## src/hdl/perfect_hash_lookup_counter_defines.svh

```systemverilog
// assertion macros for the perfect hash lookup counter
`ifndef PERFECT_HASH_LOOKUP_COUNTER_DEFINES_SVH
`define PERFECT_HASH_LOOKUP_COUNTER_DEFINES_SVH
`ifndef NO_ASSERTIONS
`define PHL_ASSERT_IMP(label, clk, rst_n, a, c) \
    label: assert property (@(posedge clk) disable iff (!rst_n) (a) |-> (c)) \
        else $error("assertion failed");
`define PHL_ASSERT_NEXT(label, clk, rst_n, a, c) \
    label: assert property (@(posedge clk) disable iff (!rst_n) (a) |=> (c)) \
        else $error("assertion failed");
`else
`define PHL_ASSERT_IMP(label, clk, rst_n, a, c)
`define PHL_ASSERT_NEXT(label, clk, rst_n, a, c)
`endif
`endif

```

## src/hdl/phl_ram.sv

```systemverilog
module phl_ram #(
    parameter int WIDTH = 8,
    parameter int DEPTH = 16
) (
    input  logic                     clk,
    input  logic                     we,
    input  logic [$clog2(DEPTH)-1:0] waddr,
    input  logic [WIDTH-1:0]         wdata,
    input  logic [$clog2(DEPTH)-1:0] raddr,
    output logic [WIDTH-1:0]         rdata
);
    logic [WIDTH-1:0] mem [DEPTH];

    // one write and one registered read per cycle
    always_ff @(posedge clk)
    begin
        if (we)
        begin
            mem[waddr] <= wdata;
        end
        rdata <= mem[raddr];
    end
endmodule

```

## config.mk

```make
export PLATFORM = sky130hd
export DESIGN_NAME = phl_ram
export DESIGN_NICKNAME = d
export VERILOG_FILES = /design/src/hdl/perfect_hash_lookup_counter_defines.svh /design/src/hdl/phl_ram.sv
export SDC_FILE = /design/constraint.sdc
export NUM_CORES = 1
export LEC_CHECK = 0
export BUFFER_PORTS_ARGS = -buffer_cell sky130_fd_sc_hd__buf_2
export CAP_MARGIN = 5
export CORE_MARGIN = 2
export CORE_UTILIZATION = 38
export CTS_CLUSTER_DIAMETER = 40
export DETAILED_ROUTE_END_ITERATION = 12
export PLACE_DENSITY = 0.56
export SETUP_SLACK_MARGIN = 0.15
export SLEW_MARGIN = 25
export SYNTH_ARGS = -nofsm -noshare
export SYNTH_HDL_FRONTEND = slang
export SYNTH_SLANG_ARGS = --single-unit
```

## constraint.sdc

```tcl
create_clock -name clk -period 2.1 [get_ports clk]
set_input_delay 0.105 -clock clk [delete_from_list [all_inputs] [get_ports clk]]
set_output_delay 0.105 -clock clk [all_outputs]
set_load 0.005 [all_outputs]
```

# After elaboration in Yosys (flattened, before gate mapping)
# Memories as Yosys holds them, arrays and structs flattened. A register that Yosys moved wholly into a read port is not among the register bits.
# Index checks and enable logic that the tools add are counted.
classes:
  div: 0
  multipliers: 0
  n_bitwise: 0
  n_shift: 0
  mux: 2
  n_addsub: 0
  n_eq_ne: 0
  magnitude_cmp: 0
  reduce_logical: 0
ops:
  columns: ["cell", "count"]
  rows:
  - ["1-bit two-way mux", 2]
totals:
  latch_bits: 0
  reg_bits: 0
  ramBits: 128
  rom_bits: 0
  wordCells: 3
  memories: 1
memory_table:
  columns: ["memory", "words", "width", "read_ports", "rd_ports_with_merged_regs", "wr", "line_no", "text"]
  rows:
  - ["mem", 16, 8, 1, 1, 1, "phl_ram.sv:12", "logic [WIDTH-1:0] mem [DEPTH];"]

# Depth between registers and ports, before layout
depth:
  depth_word: 2
  depth_mapped: 5

# Worst setup path after synthesis
# OpenSTA, ideal clock, no wires.
synth_path:
  path_type: "input port to flip-flop"
  from: "input port waddr[2]"
  to: "memory mem[0][0] (enable)"
  path_stages: 2
  slack_ps: 502
  setup_time_ps: 383
  t_arrival_ps: 1215
  t_required_ps: 1717
  path_cell_list: "or3b_2 -> nor3_1"
synth_rtl:
  columns: ["element", "line_no", "text"]
  rows:
  - ["start, declared", "phl_ram.sv:7", "input logic [$clog2(DEPTH)-1:0] waddr,"]
  - ["end, declared", "phl_ram.sv:12", null]
# No word-level cell before the write port.

==> flow_summary_export.csv <==
group,metric,value,unit
run_status,status,"finished clean",
yosys,ys_seq_elements,136,
yosys,synth_simple_gate_area_share,3.18,%
die,io-pin-count,26,
clock_tree,hold_buffers,0,
setup_path,required,2.39,ns
sta,finalSetupViolCount,0,
sta,fin_crit,1.40,ns
yosys,syn_inst,229,
pwr,p_sw_share,19.3,%
die,chipWidth,120,microns
pwr,p_seq_share,48.2,%
flow_run,drv_cap,0,
yosys,synth_top_family_by_area,"multiplexers",
yosys,synthAdderAreaFrac,0,%
drt,ant_nets,0,
placed_design,dp_hpwl,6.52,mm
setup_path,cp_slowest_cell,"mux4_1",
pwr,pwr-share-comb,4.3,%
pwr,p_int,5120,uW
yosys,yosysSeqAreaShare,77.8,%
cells_and_area,multiInputGateArea,1060,sq um
setup_path,r2r_slack,0.70,ns
clock_tree,cts-resized-gates,0,
global_routing,grt_pass1_vias,2490,
clock_tree,postCtsSetupBuffers,0,
global_routing,grt_overflow,0,
sta,final-hold-violation-count,0,
pwr,power.density,1030,nW/um^2
global_routing,antenna_found_initial,1,
yosys,synthTopCellsByArea,"edfxtp_1, mux4_2, mux4_1",
pwr,leakagePower,0.00210,uW
clock_tree,cts_made_buffers,17,
yosys,synth.top_cell.area_share,74.7,%
worst_hold_path,hp-class,"in2reg",
cells_and_area,drive_above_1_share,31.4,%
yosys,ys_async_sr_fraction,0,%
yosys,syn_nets,247,
die,core-area,13200,sq um
drt,firstDrtPassIters,5,
die,fp-row-count,42,
global_routing,grt_max_degree,33,
sta,finalSetupTns,0,ns
die,die_area,14500,sq um
global_routing,grt_pass1_wl,15.6,mm
clock_tree,cts_tree,"done",
yosys,synth_xor_area_share,0,%
clock_tree,cts.clk_slew.worst_paths,0.06,ns
pwr,ir_drop,0.000581,V
setup_path,crit_family,"multiplexers",
placed_design,place_inst,440,
setup_path,max_stage_delay,0.50,ns
sta,drv_slew,0,
placed_design,place_congestion,0.696,
setup_path,crit_end,"rdata[3]",
drt,vias,2414,
setup_path,startpoint,"mem[10][3]",
yosys,synth_compound_area_share,2.33,%
placed_design,io_buffer_count,25,
cells_and_area,nets,301,
yosys,synth_cell_types,19,
global_routing,track_usage,15.5,%
drt,drc_errors,0,
die,initial_core_util,38.9,%
setup_path,cp_num_buf_inv,0,
setup_path,rr_worst_depth,3,
cells_and_area,area_growth,20.0,%
clock_tree,cts_sinks,136,
cells_and_area,fin_util,46.7,%
die,die_h,120,microns
setup_path,crit_arrival,1.69,ns
yosys,synth_edf_count,128,
pwr,power.switching,1230,uW
sta,fmax,0.714,GHz
sta,max-slew-margin-rel,48.2,%
setup_path,cp_num_cells,3,
setup_path,critical_path_class,"reg2reg",
clock_tree,clockBufferDepth,2,
setup_path,path_cells,"mux4_1 -> a22oi_1 -> nand2_1",
setup_path,path_max_fanout,1,
yosys,avgSynthCellArea,22.5,sq um
setup_path,crit_path_start_kind,"flip-flop",
pwr,finalPower,6350,uW
clock_tree,cts_root_buffer,"clkbuf_16",
clock_tree,clk_latency,0.41,ns
sta,worstMarginPinSlew,0.774,ns
pwr,clock_power_share,47.5,%
drt,wl_per_cell,21.4,microns
drt,post_drt_via_cell_ratio,5.11,
yosys,muxShareOfSynthArea,15.0,%
sta,timing.hold.ws,0.0867,ns
cells_and_area,ff_latch_area,4000,sq um
sta,fin_crit_sh,66.7,%
yosys,ys_top_cells_by_count,"edfxtp_1, mux4_2, a22oi_1",
drt,wl,10.1,mm
clock_tree,htreeDepth,4,
cells_and_area,fillers,1106,
setup_path,worst_r2r_startpoint,"mem[10][3]",
yosys,synth.most_common_cell,"edfxtp_1",
drt,drt-initial-drc-count,252,
sta,rsz0062_at_grt,"no",
yosys,synth_top_flop_cell,"edfxtp_1",
setup_path,cp-end-kind,"flip-flop",
setup_path,r2r-end,"rdata[3]",
cells_and_area,n_antenna_cell,0,
cells_and_area,fin_cells,472,
yosys,synth_area_leader_cell,"edfxtp_1",
sta,fin_worst_skew,0.00600,ns
yosys,yosys_warnings,0,
yosys,syn_area,5150,sq um
-- worst reg2reg max path, delay by kind of cell (launching register included) --
family,cells,cell delay (ns)
multiplexers,1,0.50
flip-flops,1,0.37
AO/OA/AOI/OAI,1,0.33
AND/OR/NAND/NOR,1,0.08
-- final cells by class --
| class | instances | area share [%] |
|---|---|---|
| clock buffers | 17 | 6.89 |
| clock inverters | 15 | 2.98 |
| multi-input cells | 83 | 17.1 |
| flip-flops and latches | 136 | 64.8 |
| well taps | 176 | 3.56 |
| repair buffers | 45 | 4.66 |
-- through the flow --
| stage | instance area [sq um] | setup slack, ns |
|---|---|---|
| finish | 6180 | 0.700 |
| global placement | 5570 | 0.450 |
| floorplan | 5150 | 0.502 |
| CTS | 6180 | 0.702 |
| detailed placement | 5570 | 0.465 |
| global route | 6180 | 0.645 |
-- power groups by stage --
stage	logic, uW	registers, uW	clock network, uW
detailed placement	281	3110	0
floorplan	154	3110	0
finish	276	3060	3010
global route	302	3060	3200
CTS	282	3060	3060
global placement	276	3110	0
-- how the worst min path moves through the flow --
| stage | from | to | depth (start not counted) |
|---|---|---|---|
| 2_1_floorplan | wdata[0] | mem[0][0] | 0 |
| 3_3_place_gp | rdata[1] | rdata[1] | 1 |
| 3_5_place_dp | rdata[1] | rdata[1] | 1 |
| 4_1_cts | wdata[1] | mem[6][1] | 1 |
| 5_1_grt | wdata[1] | mem[15][1] | 1 |
| 6_report | wdata[2] | mem[13][2] | 1 |
-- state kept, by name, summed over array words and instances (netlist names) --
name,flops
mem,128
rdata,8
-- cells in the final DEF (no fill, tap or decap) --
cell type,netlist,routed
edfxtp_1,128,128
and2b_1,1,1
nor3_1,4,4
buf_12,0,1
nor2_1,13,13
clkinv_2,0,4
a22oi_1,16,16
buf_4,1,19
mux4_1,14,14
nand3_1,1,1
nand3b_1,2,2
mux4_2,18,18
bufinv_16,0,4
clkinv_1,0,3
clkinv_4,0,2
nand2b_1,2,2
clkinvlp_4,0,2
dfxtp_1,8,8
clkbuf_16,0,17
nor2b_1,1,1
and2_1,1,1
nand2_1,9,9
buf_2,3,25
or3b_2,1,1
-- cell families (layout without fill, tap and decap cells) --
family / Yosys count / in the layout
AND/OR/NAND/NOR: 35 / 35
AO/OA/AOI/OAI: 16 / 16
buffers and inverters: 10 / 77
multiplexers: 32 / 32
flip-flops: 136 / 136
-- layer usage --
metal / part of all wire [%] / track usage, %
met5: 0.14 / 0
met4: 1.1 / 6.10
met3: 6.9 / 4.86
met2: 47 / 23.0
met1: 44 / 21.4
Power figures use the tool's default switching activity.
