### src/hdl/perfect_hash_lookup_counter_defines.svh
// assertion macros for the perfect hash lookup counter
`ifndef PERFECT_HASH_LOOKUP_COUNTER_DEFINES_SVH
`define PERFECT_HASH_LOOKUP_COUNTER_DEFINES_SVH
`ifndef NO_ASSERTIONS
`define PHL_ASSERT_IMP(label, clk, rst_n, a, c) \
    label: assert property (@(posedge clk) disable iff (!rst_n) (a) |-> (c)) \
        else $error("assertion failed");
`define PHL_ASSERT_NEXT(label, clk, rst_n, a, c) \
    label: assert property (@(posedge clk) disable iff (!rst_n) (a) |=> (c)) \
        else $error("assertion failed");
`else
`define PHL_ASSERT_IMP(label, clk, rst_n, a, c)
`define PHL_ASSERT_NEXT(label, clk, rst_n, a, c)
`endif
`endif

### src/hdl/phl_pkg.sv
package phl_pkg;

    typedef enum logic [2:0] {
        FUNC_LOAD_KEY  = 3'd0,
        FUNC_LOAD_SLOT = 3'd1,
        FUNC_LOAD_DISP = 3'd2,
        FUNC_GET       = 3'd3,
        FUNC_CONTAINS  = 3'd4,
        FUNC_SHADOW    = 3'd5,
        FUNC_ADD_HITS  = 3'd6,
        FUNC_READ      = 3'd7
    } func_t;

    localparam logic CFG_BUCKET_COUNT = 1'b0;
    localparam logic CFG_SLOT_COUNT   = 1'b1;

    localparam logic [63:0] MIX_SEED = 64'hD1B54A32D192ED03;
    localparam logic [63:0] MIX_C1   = 64'hFF51AFD7ED558CCD;
    localparam logic [63:0] MIX_C2   = 64'hC4CEB9FE1A85EC53;
    localparam logic [63:0] MIX_C3   = 64'hD6E8FEB86659FD93;
    localparam logic [63:0] GOLDEN   = 64'h9E3779B97F4A7C15;
    localparam logic [10:0] SLOT_EMPTY = 11'h7FF;

    typedef struct packed {
        logic [2:0]  func;
        logic [63:0] key_high;
        logic [63:0] key_low;
        logic [10:0] address;
        logic [15:0] write_data;
        logic [30:0] amount;
    } req_t;

    typedef struct packed {
        logic        hit;
        logic [9:0]  entry_index;
        logic [30:0] count;
        logic        shadowed;
    } rsp_t;

    // command to the shared multiply unit
    typedef struct packed {
        logic        start;
        logic [63:0] a;
        logic [63:0] b;
    } mul_cmd_t;

    typedef struct packed {
        logic        done;
        logic [63:0] lo;
        logic [63:0] hi;
    } mul_rsp_t;

endpackage

### src/hdl/phl_mul.sv
// 64x64 -> 128 multiply from 32x32 partial products, one per cycle
module phl_mul (
    input  logic              clk,
    input  logic              rst_n,
    input  phl_pkg::mul_cmd_t cmd,
    output phl_pkg::mul_rsp_t rsp
);
    logic [2:0]   step_reg, step_next;
    logic         busy_reg, busy_next;
    logic         done_reg;
    logic [63:0]  a_reg, b_reg;
    logic [127:0] acc_reg, acc_next;
    logic [63:0]  prod_reg;
    logic [31:0]  op_a, op_b;
    logic [1:0]   pp_sel;
    logic [127:0] pp_shifted;

    // step 0..3 multiplies, step 1..4 accumulates the previous product
    always_comb
    begin
        pp_sel = step_reg[1:0];
        op_a = pp_sel[0] ? a_reg[63:32] : a_reg[31:0];
        op_b = pp_sel[1] ? b_reg[63:32] : b_reg[31:0];
    end

    always_comb
    begin
        unique case (step_reg)
            3'd2:    pp_shifted = {32'd0, prod_reg, 32'd0};
            3'd3:    pp_shifted = {32'd0, prod_reg, 32'd0};
            3'd4:    pp_shifted = {prod_reg, 64'd0};
            default: pp_shifted = {64'd0, prod_reg};
        endcase
    end

    always_comb
    begin
        busy_next = busy_reg;
        step_next = step_reg;
        acc_next  = acc_reg;
        if (cmd.start)
        begin
            busy_next = 1'b1;
            step_next = 3'd0;
            acc_next  = '0;
        end
        else if (busy_reg)
        begin
            if (step_reg != 3'd0)
            begin
                acc_next = acc_reg + pp_shifted;
            end
            step_next = step_reg + 3'd1;
            if (step_reg == 3'd4)
            begin
                busy_next = 1'b0;
            end
        end
    end

    always_ff @(posedge clk or negedge rst_n)
    begin
        if (!rst_n)
        begin
            busy_reg <= 1'b0;
            step_reg <= '0;
            done_reg <= 1'b0;
        end
        else
        begin
            busy_reg <= busy_next;
            step_reg <= step_next;
            done_reg <= busy_reg && (step_reg == 3'd4);
        end
    end

    always_ff @(posedge clk)
    begin
        if (cmd.start)
        begin
            a_reg <= cmd.a;
            b_reg <= cmd.b;
        end
        prod_reg <= op_a * op_b;
        acc_reg  <= acc_next;
    end

    assign rsp.done = done_reg;
    assign rsp.lo   = acc_reg[63:0];
    assign rsp.hi   = acc_reg[127:64];
endmodule

### config.mk
export PLATFORM = sky130hd
export DESIGN_NAME = phl_mul
export DESIGN_NICKNAME = d
export VERILOG_FILES = /design/src/hdl/perfect_hash_lookup_counter_defines.svh /design/src/hdl/phl_pkg.sv /design/src/hdl/phl_mul.sv
export SDC_FILE = /design/constraint.sdc
export NUM_CORES = 2
export LEC_CHECK = 0
export ABC_AREA = 1
export BUFFER_PORTS_ARGS = -buffer_cell sky130_fd_sc_hd__buf_2
export CAP_MARGIN = 10
export CORE_MARGIN = 2
export CORE_UTILIZATION = 50
export DETAILED_ROUTE_END_ITERATION = 8
export PLACE_DENSITY = 0.69
export SYNTH_ARGS = -nofsm -noshare
export SYNTH_HDL_FRONTEND = slang
export SYNTH_SLANG_ARGS = --single-unit
### constraint.sdc
create_clock -name clk -period 8.9 [get_ports clk]
set_clock_uncertainty 0.15 [all_clocks]
set_input_delay 1.78 -clock clk [delete_from_list [all_inputs] [get_ports clk]]
set_output_delay 1.78 -clock clk [all_outputs]
set_load 0.01 [all_outputs]
=== Word level (Yosys, flattened, before mapping) ===
Cells that the tools add are included.
Widths: inputs -> output; s select.

* Input port bits: 131
* Output and inout bits: 129
* Register bits: 325

* Equal/unequal tests: 3
* $mul: 1
* Reductions and logical operators: 5
* Mux-type cells: 8
* Add/sub/neg operators: 2

{| class="wikitable"
|+ Operators by type and width
! kind !! count
|-
| $pmux 128 s2 || 1
|-
| $add 128x128->128 || 1
|-
| $mul 32x32->64 || 1
|-
| $mux 32 || 2
|-
| $eq 3x2->1 const B || 2
|-
| $mux 3 || 2
|-
| $add 3x1->3 const B || 1
|-
| $eq 3x3->1 const B || 1
|-
| $mux 1 || 3
|-
| $reduce_bool 3->1 || 1
|-
| $reduce_and 2->1 || 1
|-
| $reduce_bool 2->1 || 1
|-
| $reduce_or 2->1 || 1
|-
| $logic_and 1x1->1 || 1
|}

=== Longest topological paths before layout ===
* Word-level depth: 4
* Mapped depth: 37
* Depth with buffers taken out: 34

=== Worst setup path after synthesis ===
No wires, ideal clock.

* Kind: register to register
* From: register step_reg[1]
* To: register prod_reg[57]
* Library setup time: 0.117 ns
* Clock period less this slack: 7.252 ns
* Cell stages (with the launch flop): 34
* Required time: 8.633 ns
* Path buffers: 3
* Arrival time: 6.985 ns
* Setup slack: 1.648 ns
* Cells stage by stage: dfrtp_1 buf_4 inv_2 clkbuf_1 or2_2 o21ai_0 inv_1 clkbuf_1 nand2_1 fa_1 inv_1 fa_1 inv_1 fa_1 inv_1 fa_1 inv_1 fa_1 inv_1 fa_1 fa_1 fa_1 ha_1 nand2_1 nor2_1 nand2_1 nor4_1 nand3_1 nand3_1 nand2_1 inv_1 nor2_1 nand2_1 nand2_1

* Cells in the longest elaborated chain, start to end: 2

{| class="wikitable"
|+ RTL lines
! what !! RTL line !! source
|-
| from (decl) || phl_mul.sv:8 || <nowiki>logic [2:0] step_reg, step_next;</nowiki>
|-
| from (signal assigned) || phl_mul.sv:72 || <nowiki>step_reg <= step_next;</nowiki>
|-
| $mux 32 || phl_mul.sv:23 || <nowiki>op_b = pp_sel[1] ? b_reg[63:32] : b_reg[31:0];</nowiki>
|-
| $mul 32x32->64 || phl_mul.sv:84 || <nowiki>prod_reg <= op_a * op_b;</nowiki>
|-
| to (signal assigned) || phl_mul.sv:84 ||
|-
| to (decl) || phl_mul.sv:13 || <nowiki>logic [63:0] prod_reg;</nowiki>
|}

Every way passes these cells.
A chain may end at the register's enable or synchronous reset.

=== Worst setup path after layout ===
* From: register step_reg[1]
* To: register prod_reg[56]

Same word-level chain as after synthesis.

==> flow_summary.ini <==
[timing]
tightestPinTransition_ns = 1.13
relSlewSlack_pct = 24.2
grt_setup_unrepaired = no
finalSetupTns_ns = 0
period_needed_ns = 8.41
finalHoldViolCount = 0
setup_violations = 0
finalCritPeriodShare_pct = 94.5
fmax_ghz = 0.119
final_max_slew_viol_count = 0
hold_ws_ns = 0.387

[grt]
track_usage_pct = 40.5
grt_pass1_vias = 55300
grt_overflow = 0
antenna_found_initial = 4
grt_start_max_net_pins = 131
grt_first_pass_wirelength_um = 355000

[worst_setup_path]
r2r-start = step_reg[1]$_DFFE_PN0P_
r2r_slack_ns = 0.49
crit_fanout = 30
r2r-end = prod_reg[56]$_DFF_P_
cp-end-kind = flop
critPathArrivalTime_ns = 8.86
rr_worst_depth = 26
critPathRequiredTime_ns = 9.35
cp-start-kind = flop
crit_type = reg2reg

[clocking]
cts_max_path_buffers = 3
cts_sinks = 325
ctsHtreeMaxLevel = 2
clkTransAtPathRegs_ns = 0.07
cts_resized = 0
cts_root_buf = clkbuf_16
postCtsSetupRepairBufs = 0
cts_hold_buf = 0
clock_latency_ns = 0.67
numCtsBuffers = 42
cts_tree = yes

[place]
gp_congestion = 1.05
io_buffers = 259
placed_area_um2 = 62600
place_hpwl_um = 205000

[finish]
nFillCells = 11700
drive_gt1_share_pct = 9.19
stdcell_area_um2 = 64000
syn_to_final_growth_pct = 8.75
largest_register_ffs = 128
num-nets-final = 10100

[floorplan]
die_x_um = 347
rows = 125
start_util_pct = 50.5
core_area_um2 = 117000
dieArea_um2 = 120000
die_h_um = 347
ioPinCount = 260

[synthesis]
synth_fp_nets = 9821
synthTopCellsByArea = fa_1 31%, nand2_1 14%, inv_1 13%
synth.distinct_cells = 52
syn_area_um2 = 58900
synth_ff_type = dfxtp_1
ys_warn_count = 0
synth_common_cells = 2143 x nand2_1, 2047 x inv_1, 1245 x nor2_1, 897 x fa_1, 394 x ha_1
yosys.area.top_type_share_pct = 30.5
ys_ff_latch = 325
synth_edf_count = 128
syn_inst = 8399
netlist.top_cell.by_area = fa_1
synth_seq_area_share_pct = 13.3
synth.most_common_cell = nand2_1
async_reset_ff_share_pct = 1.54
avgSynthCellArea_um2 = 7.01

[worst_hold_path]
hold_path_end = acc_reg[2]$_SDFFE_PP0P_
whs_path_depth = 2
hp-start = acc_reg[2]$_SDFFE_PP0P_
min_path_type = reg2reg

[detailed_routing]
drtIter0Drc = 4935
drc_errors = 0
vias = 54600
ant_nets = 0
routedWlPerCell_um = 23.8
via_per_inst = 5.35
dr.pass1.iters = 8
wirelength_um = 243000

[run]
drv_cap = 0

[run_status]
status = finished, final reports clean
[kinds of logic (layout without fill, tap and decap cells)]
kind of cell             after synthesis  count (layout)  share of synthesized area (%)
AO/OA/AOI/OAI                        503             503                           4.92
XOR/XNOR                             110             110                           1.64
adder cells (fa/ha/maj)             1291            1291                           38.9
buffers and inverters               2337            2622                           15.1
flip-flops                           325             325                           13.3
other                                  0               2                              0
AND/OR/NAND/NOR                     3833            3833                           26.2
[per-stage QoR]
| stage | utilization [%] | instances | setup WS (ns) |
|---|---|---|---|
| floorplan | - | 8399 | 1.65 |
| global placement | 53.7 | 10100 | 0.582 |
| detailed placement | 53.7 | 10100 | 0.592 |
| CTS | 54.9 | 10200 | 0.616 |
| global route | 54.9 | 10200 | 0.256 |
| finish | 54.9 | 10200 | 0.485 |
[cell type report]
type | instances | area, um^2 | share of cell area (%)
timing repair buffer | 434 | 2650 | 4.13
clock inverter | 28 | 323 | 0.504
sequential | 325 | 7820 | 12.2
antenna | 2 | 5.00 | 0.00782
clock buffer | 49 | 1090 | 1.70
multi-input combinational | 5737 | 42300 | 66.1
inverter | 2111 | 7920 | 12.4
tap | 1524 | 1910 | 2.98
[worst max path at each step]
| stage | from | end | slack [ns] | cells past startpoint |
|---|---|---|---|---|
| 5_1_grt | step_reg[1]$_DFFE_PN0P_ | prod_reg[57]$_DFF_P_ | 0.26 | 30 |
| 3_5_place_dp | step_reg[1]$_DFFE_PN0P_ | prod_reg[56]$_DFF_P_ | 0.59 | 26 |
| 6_report | step_reg[1]$_DFFE_PN0P_ | prod_reg[56]$_DFF_P_ | 0.49 | 26 |
| 3_3_place_gp | step_reg[1]$_DFFE_PN0P_ | prod_reg[56]$_DFF_P_ | 0.58 | 26 |
| 4_1_cts | step_reg[1]$_DFFE_PN0P_ | prod_reg[56]$_DFF_P_ | 0.62 | 26 |
| 2_1_floorplan | step_reg[1]$_DFFE_PN0P_ | prod_reg[57]$_DFF_P_ | 1.65 | 33 |
[worst max-delay path: stages, from the launching register on]
cell and delay [ns]:
dfrtp_2 0.40, buf_4 0.28, o21ai_1 0.95, inv_2 0.42, nand2_1 0.20, fa_1 0.43, inv_1 0.09, fa_1 0.41
fa_1 0.58, fa_1 0.46, fa_1 0.48, fa_1 0.50, inv_1 0.07, fa_1 0.48, inv_1 0.04, ha_1 0.27
ha_1 0.44, nand2_1 0.14, nor2_1 0.14, inv_1 0.09, nor2_1 0.10, inv_1 0.13, nor4_1 0.56, buf_4 0.24
nand4_1 0.09, nand2_1 0.09, xor2_1 0.14
[cells in the final DEF, fill, tap and decap left out, types with 114 or more instances in the layout]
cell	n
o21ai_0	114
inv_1	2047
nand2_1	2141
nand3_1	179
ha_1	394
nor2_1	1245
edfxtp_1	128
dfxtp_1	192
buf_2	258
buf_4	173
a21oi_1	158
fa_1	897
[layer usage]
metal  up-vias  GRT usage (%)  part of all wire (%)
met5         -              0                0.0041
met1     26000           48.7                    37
li1      25000              -                     -
met4         2           27.7                   8.4
met3       712           7.50                   9.1
met2      2818           66.1                    45
Power is not shown: default switching activity piles up to over one toggle a cycle in this logic, so the estimate is an artifact.
